`src/design/spq_pkg.sv`:
```
// Shared types and constants for the sorted priority queue.
// No dependencies; used by spq_cell and sorted_priority_queue_core.
package spq_pkg;

  localparam int QUEUE_DEPTH = 16;
  localparam int VALUE_WIDTH = 32;
  localparam int COUNT_W     = $clog2(QUEUE_DEPTH + 1);

  typedef enum logic [1:0] {
    FUNC_INSERT = 2'd0,
    FUNC_REMOVE = 2'd1,
    FUNC_CLEAR  = 2'd2,
    FUNC_NOP    = 2'd3
  } func_t;

  typedef enum logic [1:0] {
    ST_DONE  = 2'd0,
    ST_EMPTY = 2'd1,
    ST_FULL  = 2'd2,
    ST_RSVD  = 2'd3
  } status_t;

  typedef struct packed {
    logic                          ins;
    logic                          rem;
    logic signed [VALUE_WIDTH-1:0] value;
  } spq_cmd_t;

endpackage

```
`src/design/spq_cell.sv`:
```
// One slot of the sorted queue: holds a value and shifts with its neighbors.
// Depends on spq_pkg for the command struct and value width.
module spq_cell
  import spq_pkg::*;
(
  input  logic                          clk,
  input  spq_cmd_t                      cmd,
  input  logic                          occ,
  input  logic                          left_keep,
  input  logic signed [VALUE_WIDTH-1:0] left_value,
  input  logic signed [VALUE_WIDTH-1:0] right_value,
  output logic                          keep,
  output logic signed [VALUE_WIDTH-1:0] value
);

  logic signed [VALUE_WIDTH-1:0] value_next;

  assign keep = occ && (value >= cmd.value);

  always_comb begin
    value_next = value;
    if (cmd.ins) begin
      if (!keep) begin
        value_next = left_keep ? cmd.value : left_value;
      end
    end else if (cmd.rem) begin
      value_next = right_value;
    end
  end

  always_ff @(posedge clk) begin
    value <= value_next;
  end

endmodule

```
`src/design/sorted_priority_queue_core.sv`:
```
// Top level of the sorted priority queue: a row of spq_cell slots plus count.
// Depends on spq_pkg and spq_cell.
// Latency: the result strobes on done in the cycle right after start is taken.
// Start is not taken while busy, so no new item is taken before the last is through;
// the cells insert or shift as start is taken, and busy stays high through the result cycle.
// Reset: clears the entry count and the done strobe; slot contents are kept.
module sorted_priority_queue_core
  import spq_pkg::*;
(
  input  logic                          clk,
  input  logic                          rst,
  input  logic                          start,
  output logic                          busy,
  input  logic [1:0]                    func,
  input  logic signed [31:0]            value,
  output logic                          done,
  output logic [1:0]                    status,
  output logic signed [31:0]            head_value,
  output logic                          is_empty,
  output logic [4:0]                    entry_count
);

  logic [COUNT_W-1:0]            count;
  logic [COUNT_W-1:0]            count_next;
  status_t                       stat;
  status_t                       stat_next;
  spq_cmd_t                      cmd;
  logic                          accept;
  logic                          full;
  logic                          empty;
  logic [QUEUE_DEPTH-1:0]        keep;
  logic [QUEUE_DEPTH-1:0]        occ;
  logic signed [VALUE_WIDTH-1:0] slot [QUEUE_DEPTH];

  assign accept = start && !busy;
  assign full   = (count == COUNT_W'(QUEUE_DEPTH));
  assign empty  = (count == '0);
  assign busy   = done;

  always_comb begin
    cmd        = '0;
    cmd.value  = value;
    count_next = count;
    stat_next  = ST_DONE;
    unique case (func_t'(func))
      FUNC_INSERT: begin
        if (full) begin
          stat_next = ST_FULL;
        end else begin
          cmd.ins    = accept;
          count_next = count + COUNT_W'(1);
        end
      end
      FUNC_REMOVE: begin
        if (empty) begin
          stat_next = ST_EMPTY;
        end else begin
          cmd.rem    = accept;
          count_next = count - COUNT_W'(1);
        end
      end
      FUNC_CLEAR: count_next = '0;
      default:    count_next = count;
    endcase
  end

  genvar i;
  generate
    for (i = 0; i < QUEUE_DEPTH; i++) begin : g_cell
      assign occ[i] = (COUNT_W'(i) < count);
      if (i == 0) begin : g_first
        spq_cell u_cell (
          .clk         (clk),
          .cmd         (cmd),
          .occ         (occ[i]),
          .left_keep   (1'b1),
          .left_value  (slot[i]),
          .right_value (slot[i+1]),
          .keep        (keep[i]),
          .value       (slot[i])
        );
      end else if (i == QUEUE_DEPTH - 1) begin : g_last
        spq_cell u_cell (
          .clk         (clk),
          .cmd         (cmd),
          .occ         (occ[i]),
          .left_keep   (keep[i-1]),
          .left_value  (slot[i-1]),
          .right_value (slot[i]),
          .keep        (keep[i]),
          .value       (slot[i])
        );
      end else begin : g_mid
        spq_cell u_cell (
          .clk         (clk),
          .cmd         (cmd),
          .occ         (occ[i]),
          .left_keep   (keep[i-1]),
          .left_value  (slot[i-1]),
          .right_value (slot[i+1]),
          .keep        (keep[i]),
          .value       (slot[i])
        );
      end
    end
  endgenerate

  always_ff @(posedge clk) begin
    if (rst) begin
      count <= '0;
      done  <= 1'b0;
    end else begin
      done <= accept;
      if (accept) begin
        count <= count_next;
      end
    end
  end

  always_ff @(posedge clk) begin
    if (accept) begin
      stat <= stat_next;
    end
  end

  assign status      = stat;
  assign head_value  = empty ? 32'sd0 : slot[0];
  assign is_empty    = empty;
  assign entry_count = 5'(count);

`ifndef NO_ASSERTIONS
  a_one_cycle_strobe: assert property (@(posedge clk) disable iff (rst)
    done |=> !done)
    else $error("done held longer than one cycle");

  a_result_follows: assert property (@(posedge clk) disable iff (rst)
    (start && !busy) |=> done)
    else $error("accepted item gave no result");

  a_count_bound: assert property (@(posedge clk) disable iff (rst)
    count <= COUNT_W'(QUEUE_DEPTH))
    else $error("entry count beyond queue depth");

  a_full_status: assert property (@(posedge clk) disable iff (rst)
    (done && stat == ST_FULL) |-> full)
    else $error("full status with room left");

  a_empty_status: assert property (@(posedge clk) disable iff (rst)
    (done && stat == ST_EMPTY) |-> empty)
    else $error("empty status with entries stored");
`endif

endmodule
```
`config.mk`:
```
export PLATFORM = sky130hd
export DESIGN_NAME = sorted_priority_queue_core
export DESIGN_NICKNAME = d
export VERILOG_FILES = /design/src/design/spq_pkg.sv /design/src/design/spq_cell.sv /design/src/design/sorted_priority_queue_core.sv
export SDC_FILE = /design/constraint.sdc
export NUM_CORES = 2
export LEC_CHECK = 0
export ABC_AREA = 1
export BUFFER_PORTS_ARGS = -buffer_cell sky130_fd_sc_hd__buf_2
export CORE_MARGIN = 2
export CORE_UTILIZATION = 55
export CTS_BUF_LIST = sky130_fd_sc_hd__clkbuf_4 sky130_fd_sc_hd__clkbuf_8 sky130_fd_sc_hd__clkbuf_16
export DETAILED_ROUTE_END_ITERATION = 16
export GPL_TIMING_DRIVEN = 0
export PLACE_DENSITY = 0.7
export SKIP_CTS_REPAIR_TIMING = 1
export SYNTH_ARGS = -nofsm -noshare
export SYNTH_HDL_FRONTEND = slang
export SYNTH_SLANG_ARGS = --single-unit
export TNS_END_PERCENT = 30
```
`constraint.sdc`:
```
create_clock -name clk -period 4 [get_ports clk]
set_input_delay 0 -clock clk [delete_from_list [all_inputs] [get_ports clk]]
set_output_delay 0 -clock clk [all_outputs]
set_load 0.05 [all_outputs]
```
==> results.py <==
metrics = {
    "route": {
        "wl_per_cell_um": 17.33,
        "drt_wl_total_um": 116600,
        "drt-initial-drc-count": 2940,
        "drc_errors": 0,
        "vias_per_cell": 5.141,
        "drt_first_pass_iters": 6,
        "ant_nets": 0,
        "vias": 34599,
    },
    "yosys": {
        "synthFlopType": "edfxtp_1",
        "ys_types": 41,
        "synth_nets": 6098,
        "synth_area_sq_um": 40900,
        "yosys.area.top_type": "edfxtp_1",
        "synthArstFlopShare": 0,
        "syn_inst": 5544,
        "synth_top_area_frac": 0.3774,
        "synth_area_leaders": "edfxtp_1 38%, nand2_1 26%, ha_1 16%, inv_1 6.0%, a21oi_1 2.9%",
        "synth_most_common_cell": "nand2_1",
        "synth_common_cells": "2844 x nand2_1, 655 x inv_1, 517 x ha_1, 514 x edfxtp_1, 236 x a21oi_1",
        "postSynthAreaPerCell_sq_um": 7.377,
        "synth_edf_count": 514,
        "seq_area_frac_synth": 0.3804,
        "synth-seq-cells": 520,
        "yosysWarnings": 0,
    },
    "status": {
        "status": "completed",
    },
    "finish": {
        "n_antenna_cell": 0,
        "stdcell_area_sq_um": 44930,
        "fin_nets": 6275,
        "drive_above_1_share": 0.08439,
        "fillers": 6872,
        "syn2layout_area_growth_pct": 9.876,
        "instances_no_fill": 6730,
    },
    "power_and_ir_drop": {
        "switchingPower_uw": 5167,
        "p_comb_frac": 0.232,
        "seqPwrFrac": 0.417,
        "p_leak_uw": 0.02616,
        "power_density_nw_per_um2": 359.0,
        "ir_drop_mv": 0.3842,
        "clockPowerShare": 0.351,
        "intPower_uw": 10960,
        "p_sw_frac": 0.3203,
    },
    "worst_setup_path": {
        "worst_ep_arrival_time_ns": 4.12,
        "critPathMostFrequentCell": "nand2_2",
        "path_class": "register to register",
        "worstPathRequired_ns": 4.26,
        "cp_slowest_cell": "dfxtp_1",
        "worstRegToRegCells": 7,
        "max_stage_delay_ns": 0.75,
        "r2r_start": "entry_count[4]",
        "crit_buf_inv": 2,
        "crit_fanout": 32,
        "path_delay_family": "simple AND/OR/NAND/NOR gates",
        "end_kind": "register",
        "regToRegEndpoint": "g_cell[0].g_first.u_cell.value[5]",
        "r2r_slack_ns": 0.14,
        "cp-start-kind": "register",
        "cp_cell_sequence": "inv_2 > nand2_2 > nor2_4 > nand2_2 > nand4_1 > clkbuf_2 > nand2_2",
    },
    "global_route": {
        "use_met2": 0.5058,
        "use_met3": 0.03307,
        "antenna_found_initial": 0,
        "gr-total-overflow": 0,
        "grt_max_degree": 33,
        "grt_pass1_wl_um": 177900,
        "grt-busiest-layer": "met2",
        "use_met1": 0.4003,
        "grt_pass1_vias": 32744,
        "grt_use_total": 0.2992,
    },
    "floorplan": {
        "die_y_um": 276.7,
        "io_pins": 79,
        "rows": 99,
        "dieArea_sq_um": 76550,
        "core_sq_um": 73330,
        "die_w_um": 276.7,
        "start_util": 0.5577,
    },
    "sta": {
        "fmax_mhz": 259.0,
        "post-route-period-util": 0.9653,
        "slew_headroom": 0.2390,
        "min_period_ns": 3.861,
        "final-max-slew-violation-count": 0,
        "finClkSkew_ns": 0.03692,
        "worstMarginPinSlew_ns": 1.141,
        "whs_ns": 0.01706,
        "rsz0062_at_grt": "false",
        "setup_viol_count_final": 0,
        "hold_viol_final": 0,
    },
    "hold_path": {
        "holdCritPathClass": "input pin to register",
        "min_path_cells": 5,
        "worstHoldStart": "func[1]",
        "holdPathEnd": "status[1]",
    },
    "place": {
        "placed_area_sq_um": 42520,
        "portBuffers": 78,
        "dp_hpwl_um": 96820,
        "placed_cells": 6582,
        "place.gp.congestion": 0.9028,
    },
    "flow_run": {
        "cap_violations": 0,
    },
    "clock_network": {
        "cts.reportedPaths.clkPinSlew_ns": 0.06,
        "cts_sinks": 520,
        "clockBufferDepth": 3,
        "cts_tree": "built",
        "numCtsBuffers": 60,
        "clock_latency_ns": 0.66,
        "htree_levels": 2,
        "cts_root_buf": "clkbuf_16",
    },
}
## placed cells by master (no fill, tap or decap), types with 13 or more instances in the layout
| cell type | Yosys | layout |
|---|---|---|
| a21o_1 | 19 | 19 |
| a21oi_1 | 236 | 235 |
| buf_2 | 59 | 137 |
| buf_4 | 55 | 55 |
| buf_6 | 19 | 19 |
| clkbuf_1 | 47 | 46 |
| clkbuf_16 | 0 | 61 |
| clkbuf_4 | 0 | 18 |
| clkinv_1 | 0 | 17 |
| dlygate4sd3_1 | 0 | 33 |
| edfxtp_1 | 514 | 514 |
| ha_1 | 517 | 517 |
| inv_1 | 655 | 655 |
| nand2_1 | 2844 | 2831 |
| nand2_2 | 111 | 124 |
| nand2_4 | 13 | 13 |
| nand3_1 | 79 | 79 |
| nand4_1 | 42 | 42 |
| nor2_1 | 144 | 144 |
| o21a_1 | 31 | 31 |
| o21ai_0 | 78 | 78 |
## per-stage QoR
stage / setup WS (ns) / util / power [uW] / setup TNS (ns)
2_1_floorplan: 0.2266 / - / 9439 / 0
3_3_place_gp: -1.147 / 0.5794 / 10380 / -92.59
3_5_place_dp: -0.3544 / 0.5799 / 10500 / -87.44
4_1_cts: -0.1845 / 0.6067 / 16120 / -36.71
5_1_grt: 0.03084 / 0.6128 / 16900 / 0
6_report: 0.1389 / 0.6128 / 16130 / 0
## final cells by class
type,instances,area [sq um],share of cell area
Clock inverter,33,301.5,0.006711
Buffer,190,1241,0.02762
Inverter,660,2482,0.05524
Clock buffer,79,1662,0.03698
Multi-Input combinational cell,4174,21660,0.4821
Tap cell,959,1200,0.02670
Sequential cell,520,15550,0.3462
Timing Repair Buffer,115,830.8,0.01849
## worst max-delay path by stage
stage	depth (start not counted)	slack (ns)	start	endpoint
2_1_floorplan	7	0.23	entry_count[0]	g_cell[15].g_last.u_cell.value[0]
3_3_place_gp	11	-1.15	value[27]	g_cell[15].g_last.u_cell.value[5]
3_5_place_dp	14	-0.35	value[31]	g_cell[1].g_mid.u_cell.value[7]
4_1_cts	7	-0.18	entry_count[4]	g_cell[0].g_first.u_cell.value[5]
5_1_grt	15	0.03	value[31]	g_cell[1].g_mid.u_cell.value[7]
6_report	7	0.14	entry_count[4]	g_cell[0].g_first.u_cell.value[5]
## cell families (layout without fill, tap and decap cells)
logic type | count (synthesis) | count (layout) | share of synthesized area
compound gates | 383 | 383 | 0.05057
xor+xnor | 2 | 2 | 0.0004284
fa+ha+maj | 517 | 517 | 0.1582
buf+inv | 850 | 1077 | 0.09102
flops | 520 | 520 | 0.3804
simple gates | 3272 | 3272 | 0.3194
## power groups by stage
stage	combinational (uW)	clock [uW]	sequential (uW)
floorplan	2650	0	6790
global placement	3550	0	6830
detailed placement	3660	0	6840
CTS	3680	5710	6730
global route	4240	5900	6760
finish	3740	5670	6720
## tightest hold or removal path: cells and delay by family
kind | cells | cell delay, ns
simple gates | 1 | 0.07
fa+ha+maj | 1 | 0.20
buf+inv | 3 | 0.24
## metal layers
metal	routed length, um	part of all wire
met1	51360	0.44
met4	4169	0.036
met5	0	0
met2	53600	0.46
met3	7484	0.064
## sequential cells by signal (all words and copies together), names as in the netlist
name / count
g_cell.g_last.u_cell.value: 32
g_cell.g_mid.u_cell.value: 448
status: 2
entry_count: 5
g_cell.g_first.u_cell.value: 32
busy: 1
(Power assumes the default switching activity.)
